## config.mk

```make
export PLATFORM = sky130hd
export DESIGN_NAME = rsa_modular_exponentiation
export DESIGN_NICKNAME = d
export VERILOG_FILES = /design/src/rtl/core/rme_pkg.sv /design/src/rtl/core/rme_cell.sv /design/src/rtl/core/rsa_modular_exponentiation.sv
export SDC_FILE = /design/constraint.sdc
export NUM_CORES = 1
export LEC_CHECK = 0
export BUFFER_PORTS_ARGS = -buffer_cell sky130_fd_sc_hd__buf_2
export CAP_MARGIN = 5
export CORE_MARGIN = 2
export CORE_UTILIZATION = 61
export DETAILED_ROUTE_END_ITERATION = 10
export PLACE_DENSITY = 0.81
export SETUP_SLACK_MARGIN = 0.1
export SYNTH_ARGS = -nofsm -noshare
export SYNTH_HDL_FRONTEND = slang
export SYNTH_SLANG_ARGS = --single-unit
```

## constraint.sdc

```tcl
create_clock -name clock -period 17.85 [get_ports clock]
set_clock_uncertainty 0.2 [all_clocks]
set_input_delay 1.785 -clock clock [delete_from_list [all_inputs] [get_ports clock]]
set_output_delay 1.785 -clock clock [all_outputs]
set_load 0.02 [all_outputs]
```

## src/rtl/core/rme_pkg.sv

```systemverilog
package rme_pkg;

   // Sequencer states, one-hot
   typedef enum logic [5:0] {
      ST_IDLE   = 6'b000001,
      ST_REDUCE = 6'b000010,
      ST_PICK   = 6'b000100,
      ST_MUL    = 6'b001000,
      ST_SQR    = 6'b010000,
      ST_DONE   = 6'b100000
   } rme_state_type;

   // Control broadcast to every slice of the datapath row
   typedef struct packed {
      logic load;     // take load bits into both registers
      logic step;     // take the add / double results
      logic add_en;   // add the multiplicand into the product this step
      logic acc_sub;  // product sum reached the modulus: keep the difference
      logic dbl_sub;  // doubled multiplicand reached the modulus: keep the difference
   } rme_cell_ctl_type;

   // Register indexes
   localparam int unsigned REG_MODULUS = 0;
   localparam int unsigned REG_PUB_EXP = 1;
   localparam int unsigned REG_PRV_EXP = 2;

   // Request mode codes
   localparam logic MODE_ENCRYPT = 1'b0;
   localparam logic MODE_DECRYPT = 1'b1;

endpackage

```

## src/rtl/core/rme_cell.sv

```systemverilog
// One bit slice of the modular add / double datapath.
module rme_cell
   import rme_pkg::*;
(
   input  logic             clock,
   input  rme_cell_ctl_type ctl,
   input  logic             m_bit,
   input  logic             ld_acc,
   input  logic             ld_a,
   input  logic             a_lo,     // multiplicand bit of the lower neighbor
   input  logic             c_in,
   output logic             c_out,
   input  logic             bo_in,
   output logic             bo_out,
   input  logic             dbo_in,
   output logic             dbo_out,
   output logic             acc_q,
   output logic             a_q
);

   logic acc_ff, acc_in;
   logic a_ff, a_in;
   logic addend, sum, diff, ddiff;

   // product + multiplicand, then minus modulus
   always_comb begin
      addend  = a_ff & ctl.add_en;
      sum     = acc_ff ^ addend ^ c_in;
      c_out   = (acc_ff & addend) | (c_in & (acc_ff ^ addend));
      diff    = sum ^ m_bit ^ bo_in;
      bo_out  = (~sum & (m_bit | bo_in)) | (m_bit & bo_in);
      // doubled multiplicand is the neighbor's bit, then minus modulus
      ddiff   = a_lo ^ m_bit ^ dbo_in;
      dbo_out = (~a_lo & (m_bit | dbo_in)) | (m_bit & dbo_in);
   end

   always_comb begin
      acc_in = acc_ff;
      a_in   = a_ff;
      if (ctl.load) begin
         acc_in = ld_acc;
         a_in   = ld_a;
      end else if (ctl.step) begin
         acc_in = ctl.acc_sub ? diff : sum;
         a_in   = ctl.dbl_sub ? ddiff : a_lo;
      end
   end

   always_ff @(posedge clock) begin
      acc_ff <= acc_in;
      a_ff   <= a_in;
   end

   assign acc_q = acc_ff;
   assign a_q   = a_ff;

endmodule

```

## src/rtl/core/rsa_modular_exponentiation.sv

```systemverilog
// Channel | Dir | Handshake           | Contents
// req     | in  | req_tvalid/tready   | tdata: value; tuser: mode (1 = decrypt)
// rsp     | out | rsp_tvalid/tready   | tdata: result; tuser: too_large
// csr     | in  | psel/penable/pready | modulus, public and private exponent
//
// One request at a time. Each request runs the base reduction, then a multiply
// for each set exponent bit and a square for each exponent bit shifted out, all on
// the bit-serial row of slices over operands of N = OPERAND_BITS bits.
// An oversized encrypt request or a decrypt with zero modulus skips the computation.
// Synchronous active-high reset clears control and loads modulus 1, exponents 0.
// A new request is taken while the previous response still waits in its register.
module rsa_modular_exponentiation
   import rme_pkg::*;
#(
   parameter int OPERAND_BITS = 31,
   localparam int TDATA_W  = ((OPERAND_BITS + 7) / 8) * 8,
   localparam int CSR_W    = (OPERAND_BITS > 32) ? 64 : 32,
   localparam int ADDR_LSB = (OPERAND_BITS > 32) ? 3 : 2,
   localparam int ADDR_W   = ADDR_LSB + 2
)
(
   input  logic                clock,
   input  logic                reset,
   input  logic                req_tvalid,
   output logic                req_tready,
   input  logic [TDATA_W-1:0]  req_tdata,   // [OPERAND_BITS-1:0] value
   input  logic                req_tuser,   // [0] mode
   output logic                rsp_tvalid,
   input  logic                rsp_tready,
   output logic [TDATA_W-1:0]  rsp_tdata,   // [OPERAND_BITS-1:0] result
   output logic                rsp_tuser,   // [0] too_large
   input  logic                csr_psel,
   input  logic                csr_penable,
   input  logic                csr_pwrite,
   input  logic [ADDR_W-1:0]   csr_paddr,
   input  logic [CSR_W-1:0]    csr_pwdata,
   output logic [CSR_W-1:0]    csr_prdata,
   output logic                csr_pready
);

   localparam int N     = OPERAND_BITS;
   localparam int W     = OPERAND_BITS + 1;
   localparam int CNT_W = $clog2(OPERAND_BITS + 1);

   localparam logic [ADDR_W-1:0] ADDR_MODULUS = ADDR_W'(REG_MODULUS << ADDR_LSB);
   localparam logic [ADDR_W-1:0] ADDR_PUB_EXP = ADDR_W'(REG_PUB_EXP << ADDR_LSB);
   localparam logic [ADDR_W-1:0] ADDR_PRV_EXP = ADDR_W'(REG_PRV_EXP << ADDR_LSB);

   rme_state_type state_ff, state_in;
   logic [N-1:0]  mod_ff, pub_ff, prv_ff;
   logic [N-1:0]  v_ff, v_in, e_ff, e_in, b_ff, b_in;
   logic [N-1:0]  base_ff, base_in, res_ff, res_in;
   logic          flag_ff, flag_in;
   logic [CNT_W-1:0] cnt_ff, cnt_in;
   logic          rsp_valid_ff;
   logic [N-1:0]  rsp_res_ff;
   logic          rsp_flag_ff;
   logic          out_load;

   logic [N-1:0]  req_value;
   logic          req_fire, csr_wr;

   rme_cell_ctl_type ctl;
   logic [W-1:0]  ld_acc_vec, ld_a_vec, acc_vec, a_vec, a_lo_vec, m_vec;
   logic [W:0]    carry, bo, dbo;
   logic          shift_in;

   assign req_value = req_tdata[N-1:0];
   assign req_fire  = req_tvalid & req_tready;
   assign req_tready = (state_ff == ST_IDLE);

   // Configuration registers
   assign csr_pready = 1'b1;
   assign csr_wr     = csr_psel & csr_penable & csr_pwrite & csr_pready;

   always_ff @(posedge clock) begin
      if (reset) begin
         mod_ff <= N'(1);
         pub_ff <= '0;
         prv_ff <= '0;
      end else if (csr_wr) begin
         unique case (csr_paddr)
            ADDR_MODULUS: mod_ff <= csr_pwdata[N-1:0];
            ADDR_PUB_EXP: pub_ff <= csr_pwdata[N-1:0];
            ADDR_PRV_EXP: prv_ff <= csr_pwdata[N-1:0];
            default: ;
         endcase
      end
   end

   always_comb begin
      unique case (csr_paddr)
         ADDR_MODULUS: csr_prdata = CSR_W'(mod_ff);
         ADDR_PUB_EXP: csr_prdata = CSR_W'(pub_ff);
         ADDR_PRV_EXP: csr_prdata = CSR_W'(prv_ff);
         default:      csr_prdata = '0;
      endcase
   end

   // Row of slices
   assign m_vec     = {1'b0, mod_ff};
   assign carry[0]  = 1'b0;
   assign bo[0]     = 1'b0;
   assign dbo[0]    = 1'b0;
   assign a_lo_vec  = {a_vec[W-2:0], shift_in};

   for (genvar i = 0; i < W; i++) begin : g_cell
      rme_cell u_cell (
         .clock   (clock),
         .ctl     (ctl),
         .m_bit   (m_vec[i]),
         .ld_acc  (ld_acc_vec[i]),
         .ld_a    (ld_a_vec[i]),
         .a_lo    (a_lo_vec[i]),
         .c_in    (carry[i]),
         .c_out   (carry[i+1]),
         .bo_in   (bo[i]),
         .bo_out  (bo[i+1]),
         .dbo_in  (dbo[i]),
         .dbo_out (dbo[i+1]),
         .acc_q   (acc_vec[i]),
         .a_q     (a_vec[i])
      );
   end

   // Sequencer
   always_comb begin
      state_in   = state_ff;
      v_in       = v_ff;
      e_in       = e_ff;
      b_in       = b_ff;
      base_in    = base_ff;
      res_in     = res_ff;
      flag_in    = flag_ff;
      cnt_in     = cnt_ff;
      ld_acc_vec = '0;
      ld_a_vec   = '0;
      shift_in   = 1'b0;
      out_load   = 1'b0;
      ctl        = '0;
      ctl.acc_sub = carry[W] | ~bo[W];
      ctl.dbl_sub = a_vec[W-1] | ~dbo[W];

      unique case (state_ff)
         ST_IDLE: begin
            if (req_fire) begin
               v_in    = req_value;
               e_in    = (req_tuser == MODE_DECRYPT) ? prv_ff : pub_ff;
               flag_in = 1'b0;
               res_in  = '0;
               if (req_tuser == MODE_ENCRYPT && req_value >= mod_ff) begin
                  flag_in  = 1'b1;
                  state_in = ST_DONE;
               end else if (req_tuser == MODE_DECRYPT && mod_ff == '0) begin
                  state_in = ST_DONE;
               end else begin
                  ctl.load = 1'b1;
                  cnt_in   = CNT_W'(N);
                  state_in = ST_REDUCE;
               end
            end
         end
         // restoring remainder, value bits MSB first
         ST_REDUCE: begin
            if (cnt_ff != '0) begin
               ctl.step = 1'b1;
               shift_in = v_ff[N-1];
               v_in     = v_ff << 1;
               cnt_in   = cnt_ff - 1'b1;
            end else begin
               base_in  = a_vec[N-1:0];
               res_in   = (mod_ff == N'(1) && e_ff != '0) ? '0 : N'(1);
               state_in = ST_PICK;
            end
         end
         ST_PICK: begin
            if (e_ff == '0) begin
               state_in = ST_DONE;
            end else begin
               ctl.load = 1'b1;
               b_in     = base_ff;
               cnt_in   = CNT_W'(N);
               if (e_ff[0]) begin
                  ld_a_vec = {1'b0, res_ff};
                  state_in = ST_MUL;
               end else begin
                  ld_a_vec = {1'b0, base_ff};
                  state_in = ST_SQR;
               end
            end
         end
         ST_MUL, ST_SQR: begin
            if (cnt_ff != '0) begin
               ctl.step   = 1'b1;
               ctl.add_en = b_ff[0];
               b_in       = b_ff >> 1;
               cnt_in     = cnt_ff - 1'b1;
            end else begin
               if (state_ff == ST_MUL) begin
                  res_in = acc_vec[N-1:0];
                  e_in   = {e_ff[N-1:1], 1'b0};
               end else begin
                  base_in = acc_vec[N-1:0];
                  e_in    = e_ff >> 1;
               end
               state_in = ST_PICK;
            end
         end
         ST_DONE: begin
            if (!rsp_valid_ff || rsp_tready) begin
               out_load = 1'b1;
               state_in = ST_IDLE;
            end
         end
         default: state_in = ST_IDLE;
      endcase
   end

   always_ff @(posedge clock) begin
      if (reset) begin
         state_ff <= ST_IDLE;
      end else begin
         state_ff <= state_in;
      end
   end

   always_ff @(posedge clock) begin
      v_ff    <= v_in;
      e_ff    <= e_in;
      b_ff    <= b_in;
      base_ff <= base_in;
      res_ff  <= res_in;
      flag_ff <= flag_in;
      cnt_ff  <= cnt_in;
   end

   // Response register
   always_ff @(posedge clock) begin
      if (reset) begin
         rsp_valid_ff <= 1'b0;
      end else if (out_load) begin
         rsp_valid_ff <= 1'b1;
      end else if (rsp_tready) begin
         rsp_valid_ff <= 1'b0;
      end
   end

   always_ff @(posedge clock) begin
      if (out_load) begin
         rsp_res_ff  <= res_ff;
         rsp_flag_ff <= flag_ff;
      end
   end

   assign rsp_tvalid = rsp_valid_ff;
   assign rsp_tdata  = TDATA_W'(rsp_res_ff);
   assign rsp_tuser  = rsp_flag_ff;

`ifndef SYNTH
   a_state_onehot: assert property (@(posedge clock) disable iff (reset)
      $onehot(state_ff))
      else $error("sequencer state not one-hot");

   a_flag_zero: assert property (@(posedge clock) disable iff (reset)
      (rsp_tvalid && rsp_tuser) |-> (rsp_tdata == '0))
      else $error("flagged response carries nonzero result");

   a_op_return: assert property (@(posedge clock) disable iff (reset)
      ((state_ff == ST_MUL || state_ff == ST_SQR) && cnt_ff == '0) |=>
      (state_ff == ST_PICK))
      else $error("multiply did not return to exponent scan");
`endif

endmodule

```

==> summary.txt <==
GRT
  – Tot GR Track Use: 0.312
  – Largest net degree at the start of global routing: 101
  – Initial antenna violation count: 0
  – First-pass GRT wire length: 77.1 mm
  – Vias in the first global route: 14600
  – Overflow after GRT: 0

Power and ir drop
  – Power Internal: 1.58 mW
  – Sw frac: 0.290
  – Total power: 2.23 mW
  – Max rail drop VDD: 0.0791 mV
  – LEAKAGE: 8.39 nW
  – Clock Power Share: 0.332
  – Switching power: 0.648 mW
  – Combinational fraction of design power: 0.213
  – Flop pwr share: 0.454
  – PD cells: 107 nW/um2

Routing
  – Met3 wire len: 4.89 mm
  – Routed Antenna Nets: 0
  – Total Wirelength: 48.5 mm
  – DR top layer: met4
  – # DRC: 0
  – Vias: 14600
  – Wirelength per Cell: 20.2 um
  – Drt pass-1 iters: 7
  – Via density: 6.08
  – DRT iter0 DRCs: 1800
  – Routed wl met2: 22.8 mm
  – Wire length on met1: 18.4 mm

Floorplan
  – Starting Density: 0.615
  – Die height: 179 um
  – Row count: 64
  – Die width: 179 um
  – Die ar.: 32000 um2
  – Core Box Area: 30300 um2
  – # IOs: 144

Place
  – GPL Wtd Cong: 0.901
  – Post-DP HPWL: 31.9 mm
  – Placed Cells: 2332
  – DP Worst Slack: 0.802 ns
  – IO Port Bufs: 138
  – Post-DP Area: 19600 um2

Hold path
  – Hold WC Path Type: flop to flop

STA
  – TNS Setup: 0 ns
  – Worst Max-Slew Pin Slew: 1.13 ns
  – RSZ-0062 raised after global routing: no
  – Fmax: 58.7 MHz
  – Setup ws final: 0.805 ns
  – Final period util: 0.955
  – Minimum clock period: 17.04 ns
  – Final Hold Vio Count: 0
  – Setup-failing EPs final: 0
  – Slew HR: 0.246
  – Slew Viols, Final: 0

Clock network
  – Worst-skew pair later-pin latency: 0.52 ns
  – Bufs on Longest Clock Path: 3
  – Clk slew on worst S/H paths: 0.06 ns
  – CTS tree: yes
  – CTS sink cnt: 357
  – TritonCTS Buffers: 37
  – CTS H-tree depth: 2
  – CTS root buf: clkbuf_16

Worst setup path
  – Slowest cell on crit path: dfxtp_1
  – Endpoint class of the critical path: flop
  – CP bufs+invs: 4
  – Max stage delay on crit path: 0.49 ns
  – CP Data Arrival Time: 17.29 ns
  – Startpoint Class: flop
  – Critical path's top delay family: adder cells
  – Worst endpoint required time: 18.10 ns
  – CP dominant cell by count: fa_1
  – Setup CP Type: flop to flop
  – Crit path max fanout: 34

Layout
  – Share of layout cells above drive strength 1: 0.119
  – # diodes: 0
  – Final non-filler cell area: 20800 um2
  – Most frequent cells in the layout: nand2_1, edfxtp_1, inv_1, buf_2, dfxtp_1
  – Commonest non-fill, non-tap cell in the layout: nand2_1
  – Fin nets: 2180
  – Final Non-Filler Cells: 2396
  – Area Overhead vs Synth: 11.3%

Synthesis
  – Post-synth EDFFs: 225
  – Synth Warn #: 0
  – Ys async rst share: 0
  – Sequential fraction of the synthesis area: 0.504
  – Post-Syn Area per Cell: 9.89 um2
  – Mapped cell area: 18700 um2
  – Synth Flop Type: edfxtp_1
  – Count of different cell masters after synthesis: 52
  – Seq cells post-synth: 357
  – Cells after Synth: 1887

Status
  – Outcome: finished clean

Flow run
  – Max Cap Violations: 0
## state kept, by name (all words and copies together), names as in the netlist
signal,count
b_ff,31
rsp_tuser,1
g_cell.u_cell.acc_q,32
pub_ff,31
base_ff,31
cnt_ff,5
v_ff,31
prv_ff,31
state_ff,6
res_ff,31
rsp_tvalid,1
g_cell.u_cell.a_q,32
e_ff,31
flag_ff,1
mod_ff,31
rsp_res_ff,31
## cell families after synthesis
group,Yosys count,share of synthesized area
xor gates and xnor gates,3,0.00141
and+or+nand+nor,703,0.157
AOI/OAI and AO/OA,331,0.110
buffers and inverters,281,0.0603
other,2,0.000403
adders and majority gates,129,0.123
muxes,81,0.0435
DFF,357,0.504
## synthesized netlist by cell type (6+ instances only)
cell / instances / share of area
o22ai_1: 32 / 0.011
buf_6: 6 / 0.0036
fa_1: 91 / 0.098
clkbuf_1: 92 / 0.019
nand2_1: 524 / 0.11
mux2i_1: 81 / 0.043
inv_1: 162 / 0.033
a222oi_1: 31 / 0.017
o21ai_0: 69 / 0.019
and2_1: 8 / 0.0027
dfxtp_1: 132 / 0.14
nand4_1: 10 / 0.0034
nor2_1: 73 / 0.015
nor3_1: 13 / 0.0035
edfxtp_1: 225 / 0.36
a21o_1: 30 / 0.012
and3_1: 14 / 0.0047
o211ai_1: 28 / 0.011
ha_1: 38 / 0.025
nor2b_1: 9 / 0.0030
buf_1: 11 / 0.0022
nor4_1: 21 / 0.0070
a21oi_1: 129 / 0.035
## per-stage QoR
| stage | hold WS, ns | utilization |
|---|---|---|
| 3_3_place_gp | 0.207 | 0.647 |
| 4_1_cts | 0.219 | 0.684 |
| 2_1_floorplan | 0.200 | - |
| 5_1_grt | 0.238 | 0.684 |
| 6_report | 0.219 | 0.684 |
| 3_5_place_dp | 0.205 | 0.647 |
## power by group through the flow
stage	combinational (mW)	clock (mW)	sequential, mW
global placement	0.442	0	1.02
finish	0.476	0.742	1.01
global route	0.540	0.776	1.02
detailed placement	0.470	0	1.03
floorplan	0.350	0	1.02
CTS	0.474	0.749	1.01
## path summary, 6_finish.rpt
path,from,end,slack [ns],depth (start not counted)
setup / recovery,state_ff[1]$_SDFFE_PP0P_,g_cell[7].u_cell.acc_q$_SDFFE_PP0P_,0.81,46
hold / removal,flag_ff$_DFFE_PP_,rsp_tuser$_DFFE_PP_,0.22,0
setup reg to reg,state_ff[1]$_SDFFE_PP0P_,g_cell[7].u_cell.acc_q$_SDFFE_PP0P_,0.81,46
hold reg to reg,flag_ff$_DFFE_PP_,rsp_tuser$_DFFE_PP_,0.22,0
## repair_timing
| item | in CTS | in global routing |
|---|---|---|
| buffers inserted | 0 | 0 |
| hold buffers | 0 | 0 |
| resized for setup | 0 | 1 |
| setup endpoints to repair | 0 | 16 |
## layer usage
layer | track usage | up-vias
met2 | 0.500 | 870
met3 | 0.0577 | 151
met1 | 0.415 | 6960
met5 | 0 | -
li1 | - | 6580
met4 | 0.141 | 0
## worst reg2reg max path: cells and delay by family, from the launching register on
family                   cells  cell delay (ns)
AO/OA/AOI/OAI                2             0.42
buffers and inverters        4             0.63
AND/OR/NAND/NOR              7             1.56
flip-flops                   1             0.49
adder cells (fa/ha/maj)     33            13.68
## final cells by class
type,count,area (um2)
Clock buffer,46,970
Inverter,162,608
Sequential cell,357,9400
Fill cell,2268,9590
Clock inverter,18,164
Timing Repair Buffer,167,908
Tap cell,396,495
Multi-Input combinational cell,1250,8220
(Power assumes the default switching activity.)
